`config.mk`:
```
export PLATFORM = sky130hd
export DESIGN_NAME = sequenced_trace_ring_buffer
export DESIGN_NICKNAME = d
export VERILOG_FILES = /design/src/hw/rtl/stb_pkg.sv /design/src/hw/rtl/stb_ram.sv /design/src/hw/rtl/stb_ctrl.sv /design/src/hw/rtl/stb_dp.sv /design/src/hw/rtl/sequenced_trace_ring_buffer.sv
export SDC_FILE = /design/constraint.sdc
export NUM_CORES = 2
export LEC_CHECK = 0
export ABC_AREA = 0
export BUFFER_PORTS_ARGS = -buffer_cell sky130_fd_sc_hd__buf_2
export CORE_MARGIN = 2
export CORE_UTILIZATION = 31
export CTS_CLUSTER_DIAMETER = 200
export DETAILED_ROUTE_END_ITERATION = 12
export PLACE_DENSITY_LB_ADDON = 0.12
export SYNTH_ARGS = -nofsm -noshare
export SYNTH_HDL_FRONTEND = slang
export SYNTH_HIERARCHICAL = 1
export SYNTH_SLANG_ARGS = --single-unit
```
`constraint.sdc`:
```
create_clock -name clock -period 9.2 [get_ports clock]
set_input_delay 2.76 -clock clock [delete_from_list [all_inputs] [get_ports clock]]
set_output_delay 2.76 -clock clock [all_outputs]
set_load 0.005 [all_outputs]
```
`src/hw/rtl/stb_pkg.sv`:
```
// Shared types and constants for the sequenced trace ring buffer.
// Used by stb_ctrl, stb_dp and the top level; depends on nothing.
`default_nettype none

package stb_pkg;

   localparam int DEPTH        = 32;
   localparam int PAYLOAD_BITS = 32;
   localparam int SEQ_BITS     = 32;
   localparam int DATA_BITS    = 32;
   localparam int CAP_BITS     = 6;
   localparam int MAX_BITS     = 6;
   localparam int IDX_BITS     = $clog2(DEPTH);
   localparam int CNT_BITS     = $clog2(DEPTH + 1);
   localparam int ENTRY_BITS   = SEQ_BITS + PAYLOAD_BITS;

   localparam logic [CAP_BITS-1:0] CAP_RESET = CAP_BITS'(32);
   localparam logic [SEQ_BITS-1:0] SEQ_FIRST = SEQ_BITS'(1);
   localparam logic [SEQ_BITS-1:0] SEQ_MAX   = '1;
   localparam logic [SEQ_BITS-1:0] SEQ_NONE  = '0;

   localparam logic FUNC_APPEND = 1'b0;
   localparam logic FUNC_READ   = 1'b1;

   typedef enum logic [1:0] {
      ST_IDLE,
      ST_LOOK,
      ST_PLAN,
      ST_STREAM
   } stb_state_type;

   typedef struct packed {
      logic append;      // store payload, emit assigned number
      logic lookup;      // latch read request, fetch oldest entry
      logic measure;     // compare since against oldest entry
      logic plan;        // size the answer, set the stream start
      logic emit_empty;  // answer carries no event
      logic fetch;       // read one stored entry into the output stage
   } stb_cmd_type;

   typedef struct packed {
      logic out_free;    // output stage empty or draining this cycle
      logic plan_empty;  // no event to return
      logic last_fetch;  // one entry left to stream
   } stb_status_type;

endpackage

`default_nettype wire

```
`src/hw/rtl/stb_ram.sv`:
```
// Generic single-port-write, single-port-read RAM with registered read data.
// Self-contained; no package needed.
`default_nettype none

module stb_ram #(
   parameter int WIDTH = 8,
   parameter int WORDS = 16
) (
   input  wire logic                     clock,
   input  wire logic                     wr_en,
   input  wire logic [$clog2(WORDS)-1:0] wr_addr,
   input  wire logic [WIDTH-1:0]         wr_data,
   input  wire logic                     rd_en,
   input  wire logic [$clog2(WORDS)-1:0] rd_addr,
   output logic      [WIDTH-1:0]         rd_data
);

   logic [WIDTH-1:0] mem_ff [WORDS];
   logic [WIDTH-1:0] rd_data_ff;

   always_ff @(posedge clock) begin
      if (wr_en) begin
         mem_ff[wr_addr] <= wr_data;
      end
      if (rd_en) begin
         rd_data_ff <= mem_ff[rd_addr];
      end
   end

   assign rd_data = rd_data_ff;

endmodule

`default_nettype wire

```
`src/hw/rtl/stb_ctrl.sv`:
```
// Sequencer for the trace ring buffer: accepts requests, steps a read
// through lookup, sizing and streaming. Uses stb_pkg.
`default_nettype none

module stb_ctrl
   import stb_pkg::*;
(
   input  wire logic           clock,
   input  wire logic           reset,
   input  wire logic           req_valid,
   input  wire logic           req_func,
   input  stb_status_type      status,
   output logic                req_stall,
   output stb_cmd_type         cmd
);

   stb_state_type state_ff;
   stb_state_type state_in;
   logic          accept;

   assign accept    = (state_ff == ST_IDLE) && req_valid && status.out_free;
   assign req_stall = !((state_ff == ST_IDLE) && status.out_free);

   always_comb begin
      state_in = state_ff;
      case (state_ff)
         ST_IDLE: begin
            if (accept && (req_func == FUNC_READ)) begin
               state_in = ST_LOOK;
            end
         end
         ST_LOOK: begin
            state_in = ST_PLAN;
         end
         ST_PLAN: begin
            state_in = status.plan_empty ? ST_IDLE : ST_STREAM;
         end
         ST_STREAM: begin
            if (status.out_free && status.last_fetch) begin
               state_in = ST_IDLE;
            end
         end
         default: begin
            state_in = ST_IDLE;
         end
      endcase
   end

   always_comb begin
      cmd = '0;
      case (state_ff)
         ST_IDLE: begin
            cmd.append = accept && (req_func == FUNC_APPEND);
            cmd.lookup = accept && (req_func == FUNC_READ);
         end
         ST_LOOK: begin
            cmd.measure = 1'b1;
         end
         ST_PLAN: begin
            cmd.plan       = 1'b1;
            cmd.emit_empty = status.plan_empty;
         end
         ST_STREAM: begin
            cmd.fetch = status.out_free;
         end
         default: begin
            cmd = '0;
         end
      endcase
   end

   always_ff @(posedge clock) begin
      if (reset) begin
         state_ff <= ST_IDLE;
      end else begin
         state_ff <= state_in;
      end
   end

endmodule

`default_nettype wire

```
`src/hw/rtl/stb_dp.sv`:
```
// Datapath of the trace ring buffer: entry store, counters, read sizing
// and the output stage. Uses stb_pkg and stb_ram.
`default_nettype none

module stb_dp
   import stb_pkg::*;
(
   input  wire logic                    clock,
   input  wire logic                    reset,
   input  stb_cmd_type                  cmd,
   output stb_status_type               status,
   input  wire logic [DATA_BITS-1:0]    req_payload,
   input  wire logic [SEQ_BITS-1:0]     req_since_seq,
   input  wire logic [MAX_BITS-1:0]     req_max_events,
   input  wire logic                    csr_write_en,
   input  wire logic [CAP_BITS-1:0]     csr_write_data,
   input  wire logic                    rsp_stall,
   output logic                         rsp_valid,
   output logic      [SEQ_BITS-1:0]     rsp_seq,
   output logic      [DATA_BITS-1:0]    rsp_event_data,
   output logic                         rsp_has_event,
   output logic                         rsp_gap,
   output logic      [SEQ_BITS-1:0]     rsp_last_seq,
   output logic                         rsp_last
);

   // control state
   logic [CAP_BITS-1:0] cap_ff, cap_in;
   logic [IDX_BITS-1:0] wp_ff, wp_in;
   logic [CNT_BITS-1:0] count_ff, count_in;
   logic [SEQ_BITS-1:0] next_seq_ff, next_seq_in;
   logic [SEQ_BITS-1:0] newest_seq_ff, newest_seq_in;
   logic                rv_ff, rv_in;   // register-sourced result pending
   logic                fv_ff, fv_in;   // fetched entry pending in RAM output

   // per-read working registers
   logic [SEQ_BITS-1:0] since_ff, since_in;
   logic [MAX_BITS-1:0] max_ff, max_in;
   logic [IDX_BITS-1:0] oldest_idx_ff, oldest_idx_in;
   logic [SEQ_BITS-1:0] oldest_seq_ff, oldest_seq_in;
   logic [CNT_BITS-1:0] jclip_ff, jclip_in;
   logic [CNT_BITS-1:0] elig_ff, elig_in;
   logic [CNT_BITS-1:0] remaining_ff, remaining_in;
   logic [IDX_BITS-1:0] rd_idx_ff, rd_idx_in;
   logic                flast_ff, flast_in;
   logic                gap_ff, gap_in;
   logic [SEQ_BITS-1:0] last_seq_ff, last_seq_in;
   logic [SEQ_BITS-1:0] out_seq_ff, out_seq_in;

   // RAM port
   logic                  ram_wr_en;
   logic [ENTRY_BITS-1:0] ram_wr_data;
   logic                  ram_rd_en;
   logic [IDX_BITS-1:0]   ram_rd_addr;
   logic [ENTRY_BITS-1:0] ram_rd_data;
   logic [SEQ_BITS-1:0]   ram_seq;
   logic [PAYLOAD_BITS-1:0] ram_payload;

   // combinational helpers
   logic [CNT_BITS-1:0] eff_cap;
   logic [CNT_BITS:0]   count_inc;
   logic [CNT_BITS:0]   oldest_sum;
   logic [IDX_BITS-1:0] oldest_idx;
   logic                since_ge;
   logic [SEQ_BITS:0]   j_big;
   logic [CNT_BITS-1:0] jclip;
   logic                gap_now;
   logic                trunc;
   logic [CNT_BITS-1:0] n_events;
   logic [CNT_BITS:0]   last_pos;
   logic [SEQ_BITS:0]   last_pos_seq;
   logic [SEQ_BITS-1:0] plan_last_seq;
   logic [CNT_BITS:0]   start_sum;
   logic                out_busy;

   assign ram_seq     = ram_rd_data[PAYLOAD_BITS +: SEQ_BITS];
   assign ram_payload = ram_rd_data[PAYLOAD_BITS-1:0];

   always_comb begin
      if (cap_ff == '0) begin
         eff_cap = CNT_BITS'(1);
      end else if (32'(cap_ff) > 32'(DEPTH)) begin
         eff_cap = CNT_BITS'(DEPTH);
      end else begin
         eff_cap = CNT_BITS'(cap_ff);
      end
   end

   assign count_inc = {1'b0, count_ff} + (CNT_BITS + 1)'(1);

   // oldest slot = write pointer minus count, modulo the depth
   always_comb begin
      if ({1'b0, count_ff} > (CNT_BITS + 1)'(wp_ff)) begin
         oldest_sum = (CNT_BITS + 1)'(wp_ff) + (CNT_BITS + 1)'(DEPTH) - {1'b0, count_ff};
      end else begin
         oldest_sum = (CNT_BITS + 1)'(wp_ff) - {1'b0, count_ff};
      end
   end
   assign oldest_idx = oldest_sum[IDX_BITS-1:0];

   // Stored numbers run up by one from the oldest and then stick at the
   // maximum, so the first entry above since sits at since - oldest + 1.
   always_comb begin
      since_ge = since_ff >= ram_seq;
      j_big    = {1'b0, since_ff} - {1'b0, ram_seq} + (SEQ_BITS + 1)'(1);
      if (count_ff == '0) begin
         // empty store: the RAM word at the oldest slot holds no valid entry
         jclip = '0;
      end else if (!since_ge) begin
         jclip = '0;
      end else if ((since_ff == SEQ_MAX) ||
                   (j_big >= (SEQ_BITS + 1)'(count_ff))) begin
         jclip = count_ff;
      end else begin
         jclip = j_big[CNT_BITS-1:0];
      end
      gap_now = (since_ff != SEQ_NONE) && (count_ff != '0) &&
                (({1'b0, since_ff} + (SEQ_BITS + 1)'(1)) < {1'b0, ram_seq});
   end

   always_comb begin
      trunc    = (max_ff != '0) && (32'(elig_ff) > 32'(max_ff));
      n_events = trunc ? CNT_BITS'(max_ff) : elig_ff;
      last_pos = {1'b0, jclip_ff} + {1'b0, n_events} - (CNT_BITS + 1)'(1);
      last_pos_seq = {1'b0, oldest_seq_ff} + (SEQ_BITS + 1)'(last_pos);
      if (!trunc) begin
         plan_last_seq = newest_seq_ff;
      end else if (last_pos_seq[SEQ_BITS]) begin
         plan_last_seq = SEQ_MAX;
      end else begin
         plan_last_seq = last_pos_seq[SEQ_BITS-1:0];
      end
      start_sum = (CNT_BITS + 1)'(oldest_idx_ff) + (CNT_BITS + 1)'(jclip_ff);
      if (start_sum >= (CNT_BITS + 1)'(DEPTH)) begin
         start_sum = start_sum - (CNT_BITS + 1)'(DEPTH);
      end
   end

   assign out_busy          = rv_ff || fv_ff;
   assign status.out_free   = !(out_busy && rsp_stall);
   assign status.plan_empty = (n_events == '0);
   assign status.last_fetch = (remaining_ff == CNT_BITS'(1));

   assign ram_wr_en   = cmd.append;
   assign ram_wr_data = {next_seq_ff, PAYLOAD_BITS'(req_payload)};
   assign ram_rd_en   = cmd.lookup || cmd.fetch;
   assign ram_rd_addr = cmd.lookup ? oldest_idx : rd_idx_ff;

   always_comb begin
      cap_in        = csr_write_en ? csr_write_data : cap_ff;
      wp_in         = wp_ff;
      count_in      = count_ff;
      next_seq_in   = next_seq_ff;
      newest_seq_in = newest_seq_ff;
      since_in      = since_ff;
      max_in        = max_ff;
      oldest_idx_in = oldest_idx_ff;
      oldest_seq_in = oldest_seq_ff;
      jclip_in      = jclip_ff;
      elig_in       = elig_ff;
      remaining_in  = remaining_ff;
      rd_idx_in     = rd_idx_ff;
      flast_in      = flast_ff;
      gap_in        = gap_ff;
      last_seq_in   = last_seq_ff;
      out_seq_in    = out_seq_ff;
      rv_in         = rv_ff && rsp_stall;
      fv_in         = fv_ff && rsp_stall;

      if (cmd.append) begin
         if (next_seq_ff != SEQ_MAX) begin
            next_seq_in = next_seq_ff + SEQ_BITS'(1);
         end
         newest_seq_in = next_seq_ff;
         wp_in = (wp_ff == IDX_BITS'(DEPTH - 1)) ? '0 : wp_ff + IDX_BITS'(1);
         if (count_inc > (CNT_BITS + 1)'(eff_cap)) begin
            count_in = eff_cap;
         end else begin
            count_in = count_inc[CNT_BITS-1:0];
         end
         rv_in       = 1'b1;
         out_seq_in  = next_seq_ff;
         gap_in      = 1'b0;
         last_seq_in = next_seq_ff;
      end

      if (cmd.lookup) begin
         since_in      = req_since_seq;
         max_in        = req_max_events;
         oldest_idx_in = oldest_idx;
      end

      if (cmd.measure) begin
         oldest_seq_in = ram_seq;
         jclip_in      = jclip;
         elig_in       = count_ff - jclip;
         gap_in        = gap_now;
      end

      if (cmd.plan) begin
         last_seq_in  = plan_last_seq;
         remaining_in = n_events;
         rd_idx_in    = start_sum[IDX_BITS-1:0];
      end

      if (cmd.emit_empty) begin
         rv_in      = 1'b1;
         out_seq_in = SEQ_NONE;
      end

      if (cmd.fetch) begin
         fv_in        = 1'b1;
         flast_in     = (remaining_ff == CNT_BITS'(1));
         remaining_in = remaining_ff - CNT_BITS'(1);
         rd_idx_in    = (rd_idx_ff == IDX_BITS'(DEPTH - 1)) ? '0 : rd_idx_ff + IDX_BITS'(1);
      end
   end

   always_ff @(posedge clock) begin
      if (reset) begin
         cap_ff        <= CAP_RESET;
         wp_ff         <= '0;
         count_ff      <= '0;
         next_seq_ff   <= SEQ_FIRST;
         newest_seq_ff <= SEQ_NONE;
         rv_ff         <= 1'b0;
         fv_ff         <= 1'b0;
      end else begin
         cap_ff        <= cap_in;
         wp_ff         <= wp_in;
         count_ff      <= count_in;
         next_seq_ff   <= next_seq_in;
         newest_seq_ff <= newest_seq_in;
         rv_ff         <= rv_in;
         fv_ff         <= fv_in;
      end
   end

   always_ff @(posedge clock) begin
      since_ff      <= since_in;
      max_ff        <= max_in;
      oldest_idx_ff <= oldest_idx_in;
      oldest_seq_ff <= oldest_seq_in;
      jclip_ff      <= jclip_in;
      elig_ff       <= elig_in;
      remaining_ff  <= remaining_in;
      rd_idx_ff     <= rd_idx_in;
      flast_ff      <= flast_in;
      gap_ff        <= gap_in;
      last_seq_ff   <= last_seq_in;
      out_seq_ff    <= out_seq_in;
   end

   stb_ram #(
      .WIDTH (ENTRY_BITS),
      .WORDS (DEPTH)
   ) u_store (
      .clock   (clock),
      .wr_en   (ram_wr_en),
      .wr_addr (wp_ff),
      .wr_data (ram_wr_data),
      .rd_en   (ram_rd_en),
      .rd_addr (ram_rd_addr),
      .rd_data (ram_rd_data)
   );

   // fetched entries leave straight from the RAM output register
   assign rsp_valid      = out_busy;
   assign rsp_seq        = fv_ff ? ram_seq : out_seq_ff;
   assign rsp_event_data = fv_ff ? DATA_BITS'(ram_payload) : '0;
   assign rsp_has_event  = fv_ff;
   assign rsp_gap        = gap_ff;
   assign rsp_last_seq   = last_seq_ff;
   assign rsp_last       = fv_ff ? flast_ff : 1'b1;

endmodule

`default_nettype wire

```
`src/hw/rtl/sequenced_trace_ring_buffer.sv`:
```
// Channel  Direction  Handshake              Payload
// req      in         req_valid / req_stall  func, payload, since_seq, max_events
// rsp      out        rsp_valid / rsp_stall  seq, event_data, has_event, gap, last_seq, last
// csr      in         csr_write_en           capacity (no read-back)
//
// Append: the result shows in the cycle after the beat; a new beat can be taken every cycle while rsp drains.
// Read: the request beat does the lookup, then ST_LOOK compares and ST_PLAN sizes;
// an empty answer is registered out of ST_PLAN, else ST_STREAM sends one stored entry
// per cycle while rsp drains, set by the single read port of the entry RAM.
// Synchronous active-high reset; store contents are not cleared, no sweep.
// A stalled rsp holds its beat; req stalls while a read is in progress or the output stage cannot move.
// Top level of the sequenced trace ring buffer; uses stb_pkg, stb_ctrl, stb_dp.
`default_nettype none

module sequenced_trace_ring_buffer
   import stb_pkg::*;
(
   input  wire logic                  clock,
   input  wire logic                  reset,
   input  wire logic                  req_valid,
   output logic                       req_stall,
   input  wire logic                  req_func,
   input  wire logic [DATA_BITS-1:0]  req_payload,
   input  wire logic [SEQ_BITS-1:0]   req_since_seq,
   input  wire logic [MAX_BITS-1:0]   req_max_events,
   output logic                       rsp_valid,
   input  wire logic                  rsp_stall,
   output logic      [SEQ_BITS-1:0]   rsp_seq,
   output logic      [DATA_BITS-1:0]  rsp_event_data,
   output logic                       rsp_has_event,
   output logic                       rsp_gap,
   output logic      [SEQ_BITS-1:0]   rsp_last_seq,
   output logic                       rsp_last,
   input  wire logic                  csr_write_en,
   input  wire logic [CAP_BITS-1:0]   csr_write_data
);

   stb_cmd_type    cmd;
   stb_status_type status;

   stb_ctrl u_ctrl (
      .clock     (clock),
      .reset     (reset),
      .req_valid (req_valid),
      .req_func  (req_func),
      .status    (status),
      .req_stall (req_stall),
      .cmd       (cmd)
   );

   stb_dp u_dp (
      .clock          (clock),
      .reset          (reset),
      .cmd            (cmd),
      .status         (status),
      .req_payload    (req_payload),
      .req_since_seq  (req_since_seq),
      .req_max_events (req_max_events),
      .csr_write_en   (csr_write_en),
      .csr_write_data (csr_write_data),
      .rsp_stall      (rsp_stall),
      .rsp_valid      (rsp_valid),
      .rsp_seq        (rsp_seq),
      .rsp_event_data (rsp_event_data),
      .rsp_has_event  (rsp_has_event),
      .rsp_gap        (rsp_gap),
      .rsp_last_seq   (rsp_last_seq),
      .rsp_last       (rsp_last)
   );

`ifndef SYNTH
   // an append answers on the very next cycle with a single closing beat
   assert property (@(posedge clock) disable iff (reset)
      (req_valid && !req_stall && (req_func == FUNC_APPEND))
      |=> (rsp_valid && rsp_last && !rsp_has_event))
      else $error("append result missing or malformed");

   // a read needs lookup cycles, so nothing is shown right after it is taken
   assert property (@(posedge clock) disable iff (reset)
      (req_valid && !req_stall && (req_func == FUNC_READ)) |=> !rsp_valid)
      else $error("beat shown during read lookup");

   // stored events are numbered from one upward
   assert property (@(posedge clock) disable iff (reset)
      (rsp_valid && rsp_has_event) |-> (rsp_seq != SEQ_NONE))
      else $error("event beat without a sequence number");
`endif

endmodule

`default_nettype wire
```
After elaboration in Yosys (flattened, before gate mapping)
Memories as Yosys holds them, arrays and structs flattened. A register that Yosys moved wholly into a read port is not among the register bits.
Index checks and enable logic that the tools add are counted.
{ "word_totals": {"regBits": 249, "ramBits": 2048, "in_bits": 82, "output_inout_bits": 101, "elab_cells": 124, "n_memories": 1} }
{ "op_classes": {"addsub": 17, "magnitude_cmp": 8, "n_eq_ne": 10, "muxes": 38, "bitwise_logic": 1, "reduce_logical": 29} }
{ "memory_table": {"columns": ["name", "depth", "width", "read_ports", "rd_ports_with_merged_regs", "wr", "line", "source"], "rows": [
  ["u_dp.u_store.mem_ff", 32, 64, 1, 1, 1, "stb_ram.sv:18", "logic [WIDTH-1:0] mem_ff [WORDS];"]
]} }
{ "ops": {"columns": ["operator", "count"], "rows": [
  ["32-bit two-way mux", 6],
  ["6-bit two-way mux", 9],
  ["5-bit two-way mux", 7],
  ["32-bit by 1-bit adder with 33-bit output (second input constant)", 1],
  ["32-bit by 7-bit adder with 33-bit output", 1],
  ["33-bit by 1-bit adder with 33-bit output (second input constant)", 1],
  ["33-bit by 6-bit >= comparator with 1-bit output", 1],
  ["33-bit by 32-bit less-than comparator with 1-bit output", 1],
  ["32-bit by 32-bit subtractor with 33-bit output", 1],
  ["32-bit by 1-bit adder with 32-bit output (second input constant)", 1],
  ["32-bit equality test (second input constant)", 1],
  ["32-bit >= comparator", 1],
  ["32-bit inequality test (second input constant)", 1],
  ["32-bit nonzero test", 1],
  ["6-bit logical NOT", 3],
  ["5-bit by 1-bit adder with 5-bit output (second input constant)", 3],
  ["1-bit logical AND", 12],
  ["6-bit nonzero test", 2],
  ["5-bit equality test (second input constant)", 2],
  ["1-bit two-way mux", 10],
  ["2-bit two-way mux", 5],
  ["5-bit subtractor", 2],
  ["2-bit one-hot mux with 4 select lines", 1],
  ["5-bit by 6-bit adder with 7-bit output", 1],
  ["22 further kinds", 29]
]} }

Depth between registers and ports, before layout
{ "depth": {"depth_word": 9, "ltp_mapped": 32, "depth_no_buf": 31} }

By module
Netlist, hierarchy kept.
{ "modules_own_cells": {"columns": ["mod", "n_inst", "cells_each", "area_each_um2"], "rows": [
  ["stb_ram", 1, 3097, 79605.1],
  ["stb_dp", 1, 1745, 16465.8],
  ["stb_ctrl", 1, 17, 128.9]
]} }

Worst setup path after synthesis
No wires, ideal clock.
{ "synth_timing": {"path_kind": "input -> register", "startpoint": "input rsp_stall", "endpoint": "memory u_dp/u_store/mem_ff[28][0] (netlist name) (enable)", "setup_time_ps": 487, "t_arrival_ps": 6534, "t_required_ps": 8713, "path_slack_ps": 2180, "stages": 6, "path_buffers": 1, "cell_sequence": "nand2_1 > nand2_1 > nor3b_2 > or3b_2 > clkbuf_1 > nor2_1"} }
{ "synth_lines": {"columns": ["element", "line", "source"], "rows": [
  ["from (decl)", "sequenced_trace_ring_buffer.sv:27", "input wire logic rsp_stall,"],
  ["to (decl)", "stb_ram.sv:18", null]
]} }

Final worst setup path
{ "layout_timing": {"startpoint": "register u_dp.since_ff[1]", "endpoint": "register u_dp.elig_ff[5] (data pin)"} }
{ "layout_via": {"elab_chain_cells": 8, "elab_cells_between_ends": 10} }
{ "layout_lines": {"columns": ["element", "line", "source"], "rows": [
  ["from (decl)", "stb_dp.sv:37", "logic [SEQ_BITS-1:0] since_ff, since_in;"],
  ["from (signal assigned)", "stb_dp.sv:240", "since_ff <= since_in;"],
  ["32-bit by 32-bit subtractor with 33-bit output", "stb_dp.sv:105", "j_big = {1'b0, since_ff} - {1'b0, ram_seq} + (SEQ_BITS + 1)'(1);"],
  ["33-bit by 1-bit adder with 33-bit output", "stb_dp.sv:105", null],
  ["33-bit by 6-bit >= comparator with 1-bit output", "stb_dp.sv:112", "(j_big >= (SEQ_BITS + 1)'(count_ff))) begin"],
  ["1-bit logical OR", "stb_dp.sv:111", "end else if ((since_ff == SEQ_MAX) ||"],
  ["6-bit two-way mux", "stb_dp.sv:111", null],
  ["6-bit two-way mux (*)", "stb_dp.sv:109", "end else if (!since_ge) begin"],
  ["6-bit two-way mux (*)", "stb_dp.sv:106", "if (count_ff == '0) begin"],
  ["6-bit subtractor (*)", "stb_dp.sv:196", "elig_in = count_ff - jclip;"],
  ["to (signal assigned)", "stb_dp.sv:245", "elig_ff <= elig_in;"],
  ["to (decl)", "stb_dp.sv:42", "logic [CNT_BITS-1:0] elig_ff, elig_in;"]
]} }
Every way passes the cells marked *; elsewhere a longest branch is shown, timed or not.
A chain may end at the register's enable or synchronous reset.

==> flow_summary.yaml <==
cts:
  clkTransAtPathRegs_ns: 0.06
  cts_setup_buffers: 0
  cts.path.max_buffers: 4
  cts_tree: "done"
  cts.sinks: 2361
  holdBufCountCts: 0
  cts-resized-gates: 0
  clkLatencyLatePin_ns: 0.90
  cts_root_buf: "clkbuf_16"
  cts_htree_levels: 5
  cts_buffers: 275
place:
  port_buffers: 182
  hpwl_um: 154000
  globalplace.congestion: 0.812
sta:
  worst_pin_slew_ns: 1.36
  hold_viol: 0
  setup_violations: 0
  fmax_ghz: 0.140
  report.final.slew_viol_count: 0
  tns_ns: 0
  slew_headroom: 0.0942
  rsz0062_at_grt: "false"
  period_share: 0.777
  skew_ns: 0.0721
  fin_crit_ns: 7.15
yosys:
  ys_ff_latch: 2361
  postSynthAreaPerCell_um2: 19.8
  syn_inst: 4859
  synth_fp_nets: 5119
  syn_area_um2: 96200
  seq_area_frac_synth: 0.725
  ys_types: 82
  synth_edf_count: 2244
  synth_flop_cell: "edfxtp_1"
  ys_warn_count: 6
  async_flop_share: 0
detailed_routing:
  drc: 0
  detail-route-antenna-nets: 0
  vias: 49300
  drt-vias-per-instance: 5.15
  wl_per_cell_um: 30.5
  first_pass_iters: 8
  drt_iter0_markers: 4576
  wirelength_um: 292000
worst_setup_path:
  r2r.worst_path.cells: 30
  r2r-end: "u_dp/elig_ff[5]$_DFFE_PP_"
  worst-path-buf-inv: 3
  cp-start-kind: "register"
  critPathCaptureType: "register"
  path_max_fanout: 8
  critPathSlowestCell: "or4b_1"
  worst-endpoint-required_ns: 9.78
  crit_arrival_ns: 7.73
  critPathMaxStageDelay_ns: 0.54
  crit_cells: 30
  critPathTopFamily: "simple AND/OR/NAND/NOR gates"
  crit_type: "reg2reg"
  r2r-start: "u_dp/since_ff[1]$_DFFE_PP_"
  crit_path_frequent_cell: "ha_1"
  r2r_slack_ns: 2.05
die:
  core-area_um2: 309000
  io-pin-count: 183
  initial_core_util: 0.311
  die_area_um2: 315000
  die_w_um: 561
  die_h_um: 561
  row_count: 204
grt:
  grt_pass1_wl_um: 407000
  antenna_found_initial: 33
  groute.usage.overall: 0.183
  overflow: 0
  grt_max_degree: 89
  grt_pass1_vias: 50900
flow_run:
  max_cap_viol_count: 0
hold_path:
  hold_path_startpoint: "u_dp/out_seq_ff[30]$_SDFFE_PP0P_"
  hp-class: "reg2reg"
  worstHoldEndpoint: "u_dp/out_seq_ff[30]$_SDFFE_PP0P_"
  holdPathStages: 2
layout:
  n_fill_cell: 28700
  final_layout_size_suffix_gt1_frac: 0.268
  nets: 5485
  area_growth_pct: 16.2
pwr:
  max-vdd-ir-drop_v: 0.000140
  leakagePower_nw: 35.9
  power_density_nw_per_um2: 233
  power.total_mw: 26.0
run_status:
  status: "finished, final reports clean"
## worst reg2reg max path: cells and delay by family (launching register included)
kind | cells | cell delay (ns)
AOI/OAI and AO/OA | 7 | 1.45
DFF | 1 | 0.40
buffers and inverters | 3 | 0.20
and+or+nand+nor | 12 | 2.64
adders and majority gates | 5 | 1.62
xor gates and xnor gates | 1 | 0.32
muxes | 2 | 0.24
## worst max-delay path by stage
stage	from	endpoint	slack, ns
3_5_place_dp	u_dp/since_ff[1]$_DFFE_PP_	u_dp/elig_ff[5]$_DFFE_PP_	2.05
6_report	u_dp/since_ff[1]$_DFFE_PP_	u_dp/elig_ff[5]$_DFFE_PP_	2.05
5_1_grt	u_dp/since_ff[1]$_DFFE_PP_	u_dp/elig_ff[5]$_DFFE_PP_	1.52
2_1_floorplan	rsp_stall	u_dp/u_store/mem_ff[28][0]$_DFFE_PP_	2.18
3_3_place_gp	u_dp/since_ff[1]$_DFFE_PP_	u_dp/elig_ff[5]$_DFFE_PP_	2.17
4_1_cts	u_dp/since_ff[1]$_DFFE_PP_	u_dp/elig_ff[5]$_DFFE_PP_	2.04
## layout make-up
type	count	area (um^2)	area share
repair buffers	307	2400	0.0215
multi-input cells	2129	25200	0.226
flip-flops and latches	2361	69700	0.624
clock inverters	143	1280	0.0115
clock buffers	356	7390	0.0661
diodes	10	25.0	0.000224
inverters	151	567	0.00507
well taps	4120	5150	0.0461
## synthesized netlist by cell type (all sizes together), types with 16 or more instances
cell type | number | area, um^2
nand4 | 28 | 175
fa | 21 | 420
dfxtp | 117 | 2340
nor2 | 164 | 618
nor3 | 23 | 115
edfxtp | 2244 | 67400
a21o | 23 | 176
nand2 | 118 | 443
clkbuf | 110 | 424
xnor2 | 88 | 771
nand3 | 58 | 290
buf | 107 | 573
nand2b | 84 | 526
o221ai | 33 | 289
o21ai | 90 | 454
ha | 157 | 1960
a21oi | 135 | 679
xor2 | 39 | 342
a221oi | 17 | 149
nor2b | 22 | 138
inv | 151 | 567
and2 | 42 | 263
and3 | 24 | 150
mux4 | 602 | 13600
mux2 | 113 | 1270
nor4 | 16 | 100
mux2i | 72 | 721
## cells in the final DEF (no fill, tap or decap), types with 44 or more instances in the layout
cell type,instances
nand2b_1,84
nand3_1,58
buf_2,181
xnor2_1,88
clkbuf_16,282
nand2_1,118
nor2_1,131
edfxtp_1,2244
inv_1,148
o21ai_0,83
clkinv_1,62
mux2_2,108
buf_12,44
a21oi_1,134
mux4_2,602
ha_1,157
clkbuf_1,68
mux2i_1,72
buf_4,82
dfxtp_1,114
## per-layer routing
layer | global-route usage | vias up | routed length (um)
met5 | 0 | - | 38
met4 | 0.0453 | 8 | 6390
met3 | 0.0239 | 370 | 14000
met2 | 0.294 | 1325 | 137000
met1 | 0.263 | 27000 | 134000
li1 | - | 20600 | -
## report_power, final
part	switching (mW)	leakage (nW)	total, mW	internal [mW]
Combinational	1.86	10.3	3.32	1.47
Clock	4.47	4.24	10.6	6.14
Sequential	0.175	21.4	12.1	11.9
Total	6.50	35.9	26.0	19.5
## per-stage QoR
step,cells,worst slack [ns],hold WS (ns),util,instance area (um^2)
CTS,9567,2.04,0.472,0.362,112000
global route,9571,1.52,0.492,0.362,112000
finish,9577,2.05,0.469,0.362,112000
global placement,9068,2.17,0.459,0.334,103000
floorplan,4859,2.18,0.444,-,96200
detailed placement,9068,2.05,0.462,0.334,103000
## logic make-up after synthesis
| group | synth area share |
|---|---|
| flip-flops | 0.725 |
| multiplexers | 0.162 |
| AND/OR/NAND/NOR | 0.0333 |
| AO/OA/AOI/OAI | 0.0273 |
| buffers and inverters | 0.0166 |
| adder cells (fa/ha/maj) | 0.0248 |
| XOR/XNOR | 0.0116 |
## sequential cells by signal (all words and copies together), names as in the netlist, 32 cells and up
name	count
u_dp/rsp_last_seq	32
u_dp/u_store/rd_data	64
u_dp/out_seq_ff	32
u_dp/next_seq_ff	32
u_dp/since_ff	32
u_dp/oldest_seq_ff	32
u_dp/u_store/mem_ff	2048
u_dp/newest_seq_ff	32
(Power assumes the default switching activity.)
